$ cat src/hdl/assert_macros.svh
// Assertion helpers used by the array unit.
`ifndef ASSERT_MACROS_SVH
`define ASSERT_MACROS_SVH

// Check a property on every rising edge while reset is released.
`define OIRA_ASSERT_PROP(label, clk, rst_n, prop, msg) \
    label: assert property (@(posedge clk) disable iff (!rst_n) prop) else $error(msg);

// Check that a condition never holds.
`define OIRA_ASSERT_NEVER(label, clk, rst_n, cond, msg) \
    `OIRA_ASSERT_PROP(label, clk, rst_n, !(cond), msg)

`endif

$ cat src/hdl/oira_pkg.sv
// ----------------------------------------------------------------------------
// oira_pkg
// Shared constants, codes, types and word conversions for the ordered
// insert/remove array.
// ----------------------------------------------------------------------------
`default_nettype none

package oira_pkg;

    localparam int CAPACITY   = 64;
    localparam int DATA_WIDTH = 32;

    localparam int MODE_W   = 3;
    localparam int POS_W    = 7;
    localparam int VALUE_W  = 32;
    localparam int COUNT_W  = 7;
    localparam int STATUS_W = 2;

    // Internal widths follow the capacity and the port widths.
    localparam int CNT_W = $clog2(CAPACITY + 1);
    localparam int IDX_W = (CAPACITY > 1) ? $clog2(CAPACITY) : 1;
    localparam int CMP_W = (POS_W > CNT_W) ? POS_W : CNT_W;
    localparam int EXT_W = (DATA_WIDTH > VALUE_W) ? DATA_WIDTH : VALUE_W;

    // Read-back reduction: groups of taps ORed per register level.
    localparam int GROUP  = 8;
    localparam int NGROUP = (CAPACITY + GROUP - 1) / GROUP;

    localparam logic [MODE_W-1:0] MODE_APPEND = 3'd0;
    localparam logic [MODE_W-1:0] MODE_INSERT = 3'd1;
    localparam logic [MODE_W-1:0] MODE_REMOVE = 3'd2;
    localparam logic [MODE_W-1:0] MODE_READ   = 3'd3;
    localparam logic [MODE_W-1:0] MODE_WRITE  = 3'd4;

    localparam logic [STATUS_W-1:0] ST_OK    = 2'd0;
    localparam logic [STATUS_W-1:0] ST_RANGE = 2'd1;
    localparam logic [STATUS_W-1:0] ST_FULL  = 2'd2;

    // Command broadcast to every cell of the chain.
    typedef struct packed {
        logic                  load;    // overwrite the target cell
        logic                  up;      // insert: target loads, cells above take left
        logic                  down;    // remove: target and above take right
        logic                  rd;      // target drives its word onto the tap
        logic [IDX_W-1:0]      target;
        logic [DATA_WIDTH-1:0] word;
    } t_cell_ctrl;

    function automatic logic [DATA_WIDTH-1:0] to_word(input logic [VALUE_W-1:0] v);
        logic [EXT_W-1:0] t;
        t = EXT_W'($signed(v));
        return t[DATA_WIDTH-1:0];
    endfunction

    function automatic logic [VALUE_W-1:0] from_word(input logic [DATA_WIDTH-1:0] w);
        logic [EXT_W-1:0] t;
        t = EXT_W'($signed(w));
        return t[VALUE_W-1:0];
    endfunction

endpackage

`default_nettype wire

$ cat src/hdl/oira_cell.sv
// ----------------------------------------------------------------------------
// oira_cell
// One element of the list: holds a word, takes it from the request or from
// a neighbor, and drives it onto its read tap when addressed.
// ----------------------------------------------------------------------------
`default_nettype none

module oira_cell (
    input  wire logic                            i_clk,
    input  wire oira_pkg::t_cell_ctrl            i_ctrl,
    input  wire logic [oira_pkg::IDX_W-1:0]      i_index,
    input  wire logic [oira_pkg::DATA_WIDTH-1:0] i_left,
    input  wire logic [oira_pkg::DATA_WIDTH-1:0] i_right,
    output logic      [oira_pkg::DATA_WIDTH-1:0] o_data,
    output logic      [oira_pkg::DATA_WIDTH-1:0] o_tap
);

    logic [oira_pkg::DATA_WIDTH-1:0] r_data;
    logic [oira_pkg::DATA_WIDTH-1:0] n_data;
    logic [oira_pkg::DATA_WIDTH-1:0] r_tap;
    logic [oira_pkg::DATA_WIDTH-1:0] n_tap;
    logic                            hit;
    logic                            above;

    assign hit   = (i_index == i_ctrl.target);
    assign above = (i_index > i_ctrl.target);

    always_comb begin
        n_data = r_data;
        if (i_ctrl.load && hit) begin
            n_data = i_ctrl.word;
        end else if (i_ctrl.up) begin
            if (hit) begin
                n_data = i_ctrl.word;
            end else if (above) begin
                n_data = i_left;
            end
        end else if (i_ctrl.down && (hit || above)) begin
            n_data = i_right;
        end
        n_tap = (i_ctrl.rd && hit) ? r_data : '0;
    end

    always_ff @(posedge i_clk) begin
        r_data <= n_data;
        r_tap  <= n_tap;
    end

    assign o_data = r_data;
    assign o_tap  = r_tap;

endmodule

`default_nettype wire

$ cat config.mk
export PLATFORM = sky130hd
export DESIGN_NAME = oira_cell
export DESIGN_NICKNAME = d
export VERILOG_FILES = /design/src/hdl/assert_macros.svh /design/src/hdl/oira_pkg.sv /design/src/hdl/oira_cell.sv
export SDC_FILE = /design/constraint.sdc
export NUM_CORES = 1
export LEC_CHECK = 0
export BUFFER_PORTS_ARGS = -buffer_cell sky130_fd_sc_hd__buf_4
export CAP_MARGIN = 30
export CORE_ASPECT_RATIO = 0.6
export CORE_UTILIZATION = 47
export CTS_CLUSTER_SIZE = 40
export DETAILED_ROUTE_END_ITERATION = 16
export GPL_TIMING_DRIVEN = 0
export PLACE_DENSITY = 0.95
export SYNTH_ARGS = -nofsm -noshare
export SYNTH_HDL_FRONTEND = slang
export SYNTH_SLANG_ARGS = --single-unit
$ cat constraint.sdc
create_clock -name i_clk -period 9.61 [get_ports i_clk]
set_input_delay 1.922 -clock i_clk [delete_from_list [all_inputs] [get_ports i_clk]]
set_output_delay 1.922 -clock i_clk [all_outputs]
set_load 0.005 [all_outputs]
**Yosys cells after proc, flatten, opt, wreduce, memory -nomap -nowiden**

Index checks and enable logic that the tools add are counted.

- Mux-type cells: 5
- Reductions and logical operators: 6
- Equal/unequal tests: 2
- Magnitude comparators: 1

Operators by type and width:

| kind | number |
|---|---|
| 2-to-1 mux 32 bit | 5 |
| == test 6 bit | 1 |
| > comparator 6 bit | 1 |
| != test 4 x 1 -> 1 bit (second input constant) | 1 |
| logical AND 1 bit | 3 |
| nonzero test 3 bit | 1 |
| AND reduction 2 bit | 1 |
| logical OR 1 bit | 1 |

- Bits of input ports: 113
- Register bits after elaboration: 64
- Output and inout bits: 64
- Logic and storage cells: 16

**Longest topological paths before layout**

Gate-level depths: netlist (run 1).

- Depth in word-level cells: 6
- Depth in mapped cells: 7
- Depth with buffers taken out: 6

**Least setup slack after synthesis (run 1)**

OpenSTA, ideal clock, no wires.

- Kind: input-to-reg
- From: input i_ctrl[37] in the netlist's numbering
- To: register r_data (netlist bit o_data[0]), enable pin
- Data required time: 9.178 ns
- Library setup time: 0.432 ns
- Path slack: 4.787 ns
- Data arrival time: 4.391 ns
- Stages on the path: 6
- Buffers on the path: 1
- Path through: inv_1 ha_1 and4_4 nand2_1 buf_2 a21oi_1

- Cells in the longest elaborated chain, start to end: 5
- Elaborated cells on any way between the ends: 8
- Those cells by class: order compare: 1; eq/ne: 2; reduce/logical: 5

RTL lines:

| what | RTL line | source |
|---|---|---|
| start, declared | oira_cell.sv:10 | `input wire oira_pkg::t_cell_ctrl i_ctrl,` |
| > comparator 6 bit / == test 6 bit (equally long branches) | oira_cell.sv:26, oira_cell.sv:25 |  |
| logical OR 1 bit | oira_cell.sv:38 | `end else if (i_ctrl.down && (hit \|\| above)) begin` |
| logical AND 1 bit | oira_cell.sv:38 |  |
| nonzero test 3 bit (no source line) | - |  |
| AND reduction 2 bit (no source line) * | - |  |
| end signal, assigned | oira_cell.sv:45 | `r_data <= n_data;` |
| end, declared | oira_cell.sv:18 | `logic [oira_pkg::DATA_WIDTH-1:0] r_data;` |

Mark *: on every way between the ends. The rest lies on a longest branch, timed or not.
A chain may end at the register's enable or synchronous reset.

**Worst setup path after layout (run 1)**

Ends and elaborated chain as after synthesis.

==> results of run 1 <==
-- worst max path at each step --
stage | depth (start not counted) | to | startpoint
6_report | 8 | o_data[0] | i_ctrl[37]
5_1_grt | 8 | o_data[30] | i_ctrl[37]
4_1_cts | 8 | o_data[0] | i_ctrl[37]
3_5_place_dp | 8 | o_data[7] | i_ctrl[37]
3_3_place_gp | 6 | o_data[7] | i_index[5]
2_1_floorplan | 6 | o_data[0] | i_ctrl[37]
-- per-stage QoR --
| stage | std cells | hold slack [ns] | instance area [um2] | setup WS [ns] |
|---|---|---|---|---|
| 3_5_place_dp | 541 | 0.4960 | 4439 | 5.490 |
| 2_1_floorplan | 281 | 0.5033 | 2982 | 4.787 |
| 4_1_cts | 557 | 0.5088 | 4636 | 5.831 |
| 6_report | 557 | 0.5095 | 4636 | 5.792 |
| 5_1_grt | 557 | 0.5236 | 4636 | 5.709 |
| 3_3_place_gp | 540 | 0.4868 | 4400 | 3.894 |
-- layout by cell type (no fill, tap or decap), types with 7 or more instances in the layout --
cell type,synthesis,routed
clkbuf_1,7,7
o211ai_1,31,31
clkbuf_8,0,10
edfxtp_1,32,32
dfxtp_1,32,32
nand3b_1,31,31
nand3_1,62,62
and3_1,33,33
buf_2,12,12
buf_4,1,176
-- cell type report --
type                            instances  area, um2
Tap cell                               84      105.1
Sequential cell                        64       1602
Timing Repair Buffer                  176       1341
Clock buffer                           11      162.7
Multi-Input combinational cell        182       1195
Fill cell                             447       1475
Clock inverter                          5      33.78
Inverter                                6      22.52
Buffer                                 29      173.9
-- power breakdown --
part           leakage, uW  internal, uW  total (uW)  switching (uW)
logic              0.00155          73.9         129            55.5
registers         0.000558           315         326            11.2
clock network     0.000102           117         222             105
-- metal layers --
metal | vias up | part of all wire (%)
met2 | 197 | 49
met5 | - | 0
met1 | 1426 | 41
met4 | 0 | 2.1
li1 | 1438 | -
met3 | 25 | 8.3
-- flip-flops by register name (all words and copies together) (netlist names) --
name / cells
o_data: 32
o_tap: 32
-- cell families (layout without fill, tap and decap cells) --
kind of cell	after synthesis	count (layout)
buf+inv	35	227
compound gates	39	39
flops	64	64
fa+ha+maj	6	6
simple gates	137	137
==> impl_metrics.tcl, run 1 <==
set metrics [dict create \
    vias 3086 \
    synth-xor-area-share_pct 0 \
    rsz0062_at_grt "false" \
    ff2ff_path_depth 1 \
    grtUsageMet1_pct 36.44 \
    ys.flop_type "edfxtp_1" \
    path_cells "buf_4, inv_1, ha_1, and4_4, o21a_1, a2111oi_0, a21oi_4, buf_16" \
    post_cts_buffers 0 \
    max_slew.worst_pin.slew_ns 0.7867 \
    dieArea_mm2 0.006677 \
    slowest_stage "a2111oi_0" \
    grt.met3_usage_pct 7.557 \
    setup_viol 0 \
    area_growth_pct 55.48 \
    io_pins 177 \
    die_y_um 63.70 \
    syn_nets 400 \
    hold_class "register to register" \
    route.detailed.drc 0 \
    relSlewSlack_pct 46.20 \
    leakagePower_uw 0.002210 \
    fin_nets 587 \
    power_uw 677.7 \
    cpLargestDelayFamily "compound AO/OA/AOI/OAI gates" \
    drt-total-wl_um 9691 \
    clk_latency_ns 0.32 \
    cts-resized-gates 0 \
    maxCapViolCount 0 \
    worstHoldEndpoint "o_tap[19]" \
    ctsLongestPathBuffers 2 \
    finalCriticalPeriod_ns 3.818 \
    outcome "complete, no violations" \
    synth-simple-area-share_pct 27.61 \
    syn_inst 281 \
    hpwlAfterDp_um 7489 \
    grt_use_met2_pct 50.25 \
    yosys-top-cells-count "nand3_1 (62), and3_1 (33), dfxtp_1 (32), edfxtp_1 (32)" \
    r2r-end "o_tap[29]" \
    synth_edf_count 32 \
    n_antenna_cell 0 \
    gp_congestion 0.8539 \
    start_kind "input port" \
    clkTransAtPathRegs_ns 0.07 \
    wl_per_cell_um 17.40 \
    grt_max_degree 19 \
    synth_area_per_cell_um2 10.61 \
    ys_types 27 \
    finalHoldViolations 0 \
    vias_per_cell 5.540 \
    yosysMostFrequentCell "nand3_1" \
    fin_setup_tns_ns 0 \
    synth.top_cell.area_share_pct 32.23 \
    die-width_um 104.8 \
    synth_area_leaders "edfxtp_1 (32%), dfxtp_1 (21%), nand3_1 (10%), nand3b_1 (7.8%), o211ai_1 (7.8%)" \
    synth_top_family_by_area "simple AND/OR/NAND/NOR gates" \
    cts_tree "done" \
    drtAntennaViolNets 0 \
    grt-busiest-layer "met2" \
    synthAdderAreaFrac_pct 2.518 \
    cp-end-kind "register" \
    row_count 22 \
    portBuffers 175 \
    syn_area_mm2 0.002982 \
    yosysSeqAreaShare_pct 53.71 \
    yosys_warnings 0 \
    worstHoldStart "o_data[19]" \
    synth.area.mux_share_pct 0 \
    slowest_delay_ns 0.69 \
    whs_path_depth 1 \
    synth-async-reset-ratio_pct 0 \
    final_max_slew_viol_count 0 \
    crit_arrival_ns 3.90 \
    max_clock_freq_mhz 261.9 \
    synth-compound-area-share_pct 9.568 \
    crit_required_ns 9.69 \
    synth-seq-cells 64 \
    cts_hold_buffers 0 \
    fin_worst_skew_ns 0.004211 \
    root_buffer "clkbuf_8" \
    synth_top_cell_by_area "edfxtp_1" \
    final_layout_size_suffix_gt1_share_pct 45.88 \
    utilization_pct 75.86 \
    critPathKind "input port to register" \
    firstDrtPassIters 5 \
    finalCritPeriodShare_pct 39.73 \
    clock_sinks 64 \
    numCtsBuffers 9 \
    grt_pass1_wl_um 14810 \
    first_global_vias 3020 \
    antenna_found_initial 0 \
    r2r_start "o_data[29]" \
    path_max_fanout 18 \
    peakVddDrop_v 0.00007664 \
    path_buf_inv 3 \
    cts_max_level 3 \
    grtUsageTotal_pct 29.51 \
    rrSetupSlack_ns 8.88 \
    drt_iter0_drc 262 \
    core_mm2 0.006111 \
    start_util_pct 48.79 \
    grt_overflow_total 0 \
    pwr_density_cell_mw_per_mm2 146.2 \
]
No activity file was read; power rests on OpenSTA's default activity.
==> run 2, diff against run 1 <==
--- a/config.mk
+++ b/config.mk
@@ -5,14 +5,15 @@
 export SDC_FILE = /design/constraint.sdc
 export NUM_CORES = 1
 export LEC_CHECK = 0
+export ABC_AREA = 1
 export BUFFER_PORTS_ARGS = -buffer_cell sky130_fd_sc_hd__buf_4
 export CAP_MARGIN = 30
 export CORE_ASPECT_RATIO = 0.6
-export CORE_UTILIZATION = 47
+export CORE_UTILIZATION = 42
 export CTS_CLUSTER_SIZE = 40
 export DETAILED_ROUTE_END_ITERATION = 16
 export GPL_TIMING_DRIVEN = 0
-export PLACE_DENSITY = 0.95
+export PLACE_DENSITY = 0.89
 export SYNTH_ARGS = -nofsm -noshare
 export SYNTH_HDL_FRONTEND = slang
 export SYNTH_SLANG_ARGS = --single-unit
==> constraint.sdc (replaced) <==
create_clock -name i_clk -period 3.45 [get_ports i_clk]
set_input_delay 0.69 -clock i_clk [delete_from_list [all_inputs] [get_ports i_clk]]
set_output_delay 0.69 -clock i_clk [all_outputs]
set_load 0.005 [all_outputs]
==> impl_metrics.tcl, run 2 <==
set metrics [dict create \
    fillCellCount 630 \
    portBuffers 175 \
    critPathKind "input port to register" \
    hpwlAfterDp_um 8501 \
    layout_commonest_cell "buf_4" \
    synth-xor-area-share_pct 0 \
    synthAdderAreaFrac_pct 2.149 \
    path_max_fanout 18 \
    syn_nets 626 \
    die_y_um 72.65 \
    worstHoldStart "o_data[18]" \
    synth-seq-cells 64 \
    finalCriticalPeriod_ns 2.925 \
    grt_overflow_total 0 \
    drt_iter0_drc 296 \
    worst_slack_ns 0.5252 \
    antenna_found_initial 0 \
    leakagePower_uw 0.003035 \
    final_cell_mix "buf_4 (175), inv_1 (137), nand2_1 (103)" \
    final_max_slew_viol_count 0 \
    synth-compound-area-share_pct 5.086 \
    numCtsBuffers 9 \
    yosys-top-cells-count "inv_1 (137), nand2_1 (103), nand3_1 (66), nor2_1 (66), a21oi_1 (33)" \
    preCtsSetupSlack_ns 0.1920 \
    max_clock_freq_mhz 341.9 \
    crit_arrival_ns 3.00 \
    ctsLongestPathBuffers 2 \
    synth.area.mux_share_pct 0 \
    grt_pass1_wl_um 17550 \
    firstDrtPassIters 7 \
    ys_types 18 \
    finalCritPeriodShare_pct 84.78 \
    final_cell_area_mm2 0.005270 \
    start_util_pct 43.80 \
    synth_edf_count 32 \
    final_layout_size_suffix_gt1_share_pct 29.33 \
    path_buf_inv 5 \
    wl_per_cell_um 13.87 \
    power_uw 2244 \
    clk_latency_ns 0.32 \
    r2r_start "o_data[15]" \
    cp-end-kind "register" \
    row_count 25 \
    gp_congestion 0.8304 \
    cts_hold_buffers 0 \
    path_cells "buf_4, inv_1, ha_1, nand2_1, clkinv_1, nand2_1, buf_2, nand3_1, nand2_1, nand2_1, buf_16" \
    outcome "complete, no violations" \
    stdcell_count 807 \
    synth_area_per_cell_um2 6.890 \
    io_pins 177 \
    syn_area_mm2 0.003493 \
    hold_class "register to register" \
    startpoint "i_ctrl[33]" \
    root_buffer "clkbuf_16" \
    start_kind "input port" \
    syn_inst 507 \
    placed_cell_area_mm2 0.004970 \
    yosysMostFrequentCell "inv_1" \
    utilization_pct 66.07 \
    synth.top_cell.area_share_pct 27.51 \
    drt-total-wl_um 11200 \
    clkTransAtPathRegs_ns 0.06 \
    grt_max_degree 19 \
    yosysSeqAreaShare_pct 45.85 \
    core_mm2 0.007976 \
    grtUsageTotal_pct 26.65 \
    fin_worst_skew_ns 0.003605 \
    vias_per_cell 4.833 \
    peakVddDrop_v 0.0001987 \
    max_slew.worst_pin.slew_ns 0.8101 \
    first_global_vias 3697 \
    dp_cells 791 \
    fin_nets 813 \
    slowest_delay_ns 0.46 \
    pwr_density_cell_mw_per_mm2 425.7 \
    synth-async-reset-ratio_pct 0 \
    area_growth_pct 50.86 \
    slowest_stage "nand2_1" \
    drtAntennaViolNets 0 \
    ys.flop_type "edfxtp_1" \
    vias 3900 \
    setup_viol 0 \
    dieArea_mm2 0.008699 \
    synth_area_leaders "edfxtp_1 (28%), dfxtp_1 (18%), inv_1 (15%), nand2_1 (11%), nand3_1 (9.5%)" \
    finalHoldViolations 0 \
    synth-simple-area-share_pct 28.40 \
    n_antenna_cell 0 \
    crit_required_ns 3.53 \
    relSlewSlack_pct 45.86 \
    cts_max_level 3 \
    die-width_um 119.7 \
    post_cts_buffers 0 \
    path_common_cell "nand2_1" \
    synth_top_family_by_area "simple AND/OR/NAND/NOR gates" \
    route.detailed.drc 0 \
    maxCapViolCount 0 \
    cts_tree "done" \
    synth_top_cell_by_area "edfxtp_1" \
    clock_sinks 64 \
    cpLargestDelayFamily "buffers and inverters" \
    cts-resized-gates 0 \
    yosys_warnings 0 \
    rsz0062_at_grt "false" \
]
## run 2: changes by cell type in the layout (fill, tap and decap cells not counted), sizes merged, moves of 4 or more
cell,delta
a21oi,+31
and3,-33
buf,-10
clkbuf,+7
inv,+130
nand2,+98
nand3,+4
nand3b,-31
nor2,+65
o211ai,-31
## run 2: kinds of logic after synthesis
| kind of cell | after synthesis |
|---|---|
| buffers and inverters | 164 |
| AO/OA/AOI/OAI | 35 |
| AND/OR/NAND/NOR | 238 |
| adder cells (fa/ha/maj) | 6 |
| flip-flops | 64 |
## run 2: final timing paths
check / endpoint / slack, ns / cells after the start
setup reg to reg: o_tap[15] / 2.76 / 2
hold reg to reg: o_tap[18] / 0.49 / 2
setup / recovery: o_data[22] / 0.53 / 11
hold / removal: o_tap[18] / 0.49 / 2
## run 2: layout make-up
cell class / count / area, um2 / share of cell area [%]
Sequential cell: 64 / 1602 / 30.39
Timing Repair Buffer: 176 / 1341 / 25.45
Multi-Input combinational cell: 279 / 1245 / 23.62
Inverter: 138 / 518.0 / 9.829
Clock buffer: 11 / 264.0 / 5.009
Tap cell: 108 / 135.1 / 2.564
Buffer: 26 / 128.9 / 2.445
Clock inverter: 5 / 36.28 / 0.6885
## run 2: tightest hold or removal path: stages, from the launching register on
cell and delay, ns:
edfxtp_1 0.34, inv_1 0.04, nor2_1 0.08
## run 2: report_power, final
part	internal [uW]	switching, uW	total (uW)
Combinational	222	205	427
Sequential	883	38.2	921
Clock	552	343	895
Total	1660	586	2240
## run 2: through the flow
step                hold slack (ns)  TNS (ns)
floorplan                    0.4902         0
global placement             0.4773    -1.842
detailed placement           0.4833         0
CTS                          0.4978         0
global route                 0.5160         0
finish                       0.4934         0
## run 2: per-layer routing
metal,up-vias,wire [um],global-route usage [%]
li1,1886,-,-
met1,1753,4592,31.81
met2,239,5338,46.50
met3,22,1071,7.422
met4,0,193,9.861
met5,-,0,0
==> run 3, diff against run 2 <==
==> constraint.sdc (replaced) <==
create_clock -name i_clk -period 2.65 [get_ports i_clk]
set_input_delay 0.53 -clock i_clk [delete_from_list [all_inputs] [get_ports i_clk]]
set_output_delay 0.53 -clock i_clk [all_outputs]
set_load 0.005 [all_outputs]
==> impl_metrics.tcl, run 3 (synthesis results as in run 2) <==
set metrics [dict create \
    route.detailed.drc 0 \
    root_buffer "clkbuf_16" \
    dieArea_mm2 0.008699 \
    clk_latency_ns 0.33 \
    finalHoldViolations 0 \
    area_growth_pct 51.00 \
    grt.met3_usage_pct 7.422 \
    drt-total-wl_um 11230 \
    crit_required_ns 2.73 \
    ctsLongestPathBuffers 2 \
    max_slew.worst_pin.slew_ns 0.5924 \
    core_mm2 0.007976 \
    drtAntennaViolNets 0 \
    grtUsageMet1_pct 31.81 \
    start_kind "input port" \
    finalCriticalPeriod_ns 2.441 \
    power_uw 2926 \
    grt_use_met2_pct 46.50 \
    setup_viol 0 \
    peakVddDrop_v 0.0002597 \
    io_pins 177 \
    pwr_density_cell_mw_per_mm2 554.7 \
    final_cell_mix "buf_4 (175), inv_1 (137), nand2_1 (101)" \
    hold_class "register to register" \
    utilization_pct 66.13 \
    cts-resized-gates 1 \
    path_max_fanout 18 \
    row_count 25 \
    multi_input_area_mm2 0.001250 \
    die_y_um 72.65 \
    critPathKind "input port to register" \
    numCtsBuffers 9 \
    cp-end-kind "register" \
    hold_ws_ns 0.4932 \
    leakagePower_uw 0.003036 \
    fin_worst_skew_ns 0.003621 \
    vias_per_cell 4.807 \
    first_global_vias 3697 \
    grt_pass1_wl_um 17550 \
    n_antenna_cell 0 \
    gp_congestion 0.8304 \
    relSlewSlack_pct 60.51 \
    fin_nets 813 \
    hpwlAfterDp_um 8501 \
    cts_hold_buffers 0 \
    drt_iter0_drc 408 \
    portBuffers 175 \
    rsz0062_at_grt "false" \
    finalCritPeriodShare_pct 92.10 \
    die-width_um 119.7 \
    clkTransAtPathRegs_ns 0.06 \
    crit_arrival_ns 2.52 \
    maxCapViolCount 0 \
    post_cts_buffers 0 \
    grt-busiest-layer "met2" \
    grt_max_degree 19 \
    max_clock_freq_mhz 409.7 \
    grt_overflow_total 0 \
    layout_commonest_cell "buf_4" \
    final_layout_size_suffix_gt1_share_pct 29.61 \
    fillCellCount 629 \
    wl_per_cell_um 13.92 \
    cts_max_level 3 \
    grtUsageTotal_pct 26.65 \
    regArea_mm2 0.001602 \
    cts_tree "done" \
    fin_setup_tns_ns 0 \
    antenna_found_initial 0 \
    vias 3879 \
    clock_sinks 64 \
    outcome "complete, no violations" \
    final_max_slew_viol_count 0 \
    firstDrtPassIters 10 \
    start_util_pct 43.80 \
]
==> run 3: stage by stage <==
step	cells	setup slack, ns	cell area, um2
floorplan	507	0.03575	3493
global placement	790	-0.6996	4942
detailed placement	791	-0.4480	4970
CTS	807	0.1718	5273
global route	807	0.03971	5275
finish	807	0.2093	5275
==> run 3: area by class of cell <==
cell class                 count  area share [%]
sequential                    64           30.36
buffer                        26           2.443
multi-input combinational    279           23.70
tap                          108           2.562
inverter                     138           9.820
clock inverter                 5          0.6879
clock buffer                  11           5.005
timing repair buffer         176           25.43
==> run 3: path summary, 6_finish.rpt <==
kind                                    to  cells past startpoint  slack [ns]       start
worst max-delay path            o_data[22]                     11        0.21  i_ctrl[33]
worst min register to register    o_tap[3]                      2        0.49   o_data[3]
worst min-delay path              o_tap[3]                      2        0.49   o_data[3]
worst max register to register   o_tap[15]                      2        1.96  o_data[15]
==> run 3: where the power goes <==
part | internal, uW | switching, uW
Sequential | 1150 | 49.2
Combinational | 290 | 269
Clock | 719 | 451
Total | 2160 | 769
==> run 3: per-layer routing <==
| layer | vias up | part of all wire (%) |
|---|---|---|
| met5 | - | 0 |
| met3 | 19 | 9.1 |
| met2 | 234 | 48 |
| li1 | 1884 | - |
| met4 | 0 | 1.6 |
| met1 | 1742 | 41 |
==> run 3: critical path: stages <==
cell and delay [ns]:
buf_4 0.08, inv_1 0.03, ha_1 0.30, nand2_1 0.10, clkinv_1 0.26, nand2_2 0.23
buf_2 0.25, nand3_1 0.11, nand2_1 0.08, nand2_2 0.27, buf_16 0.28
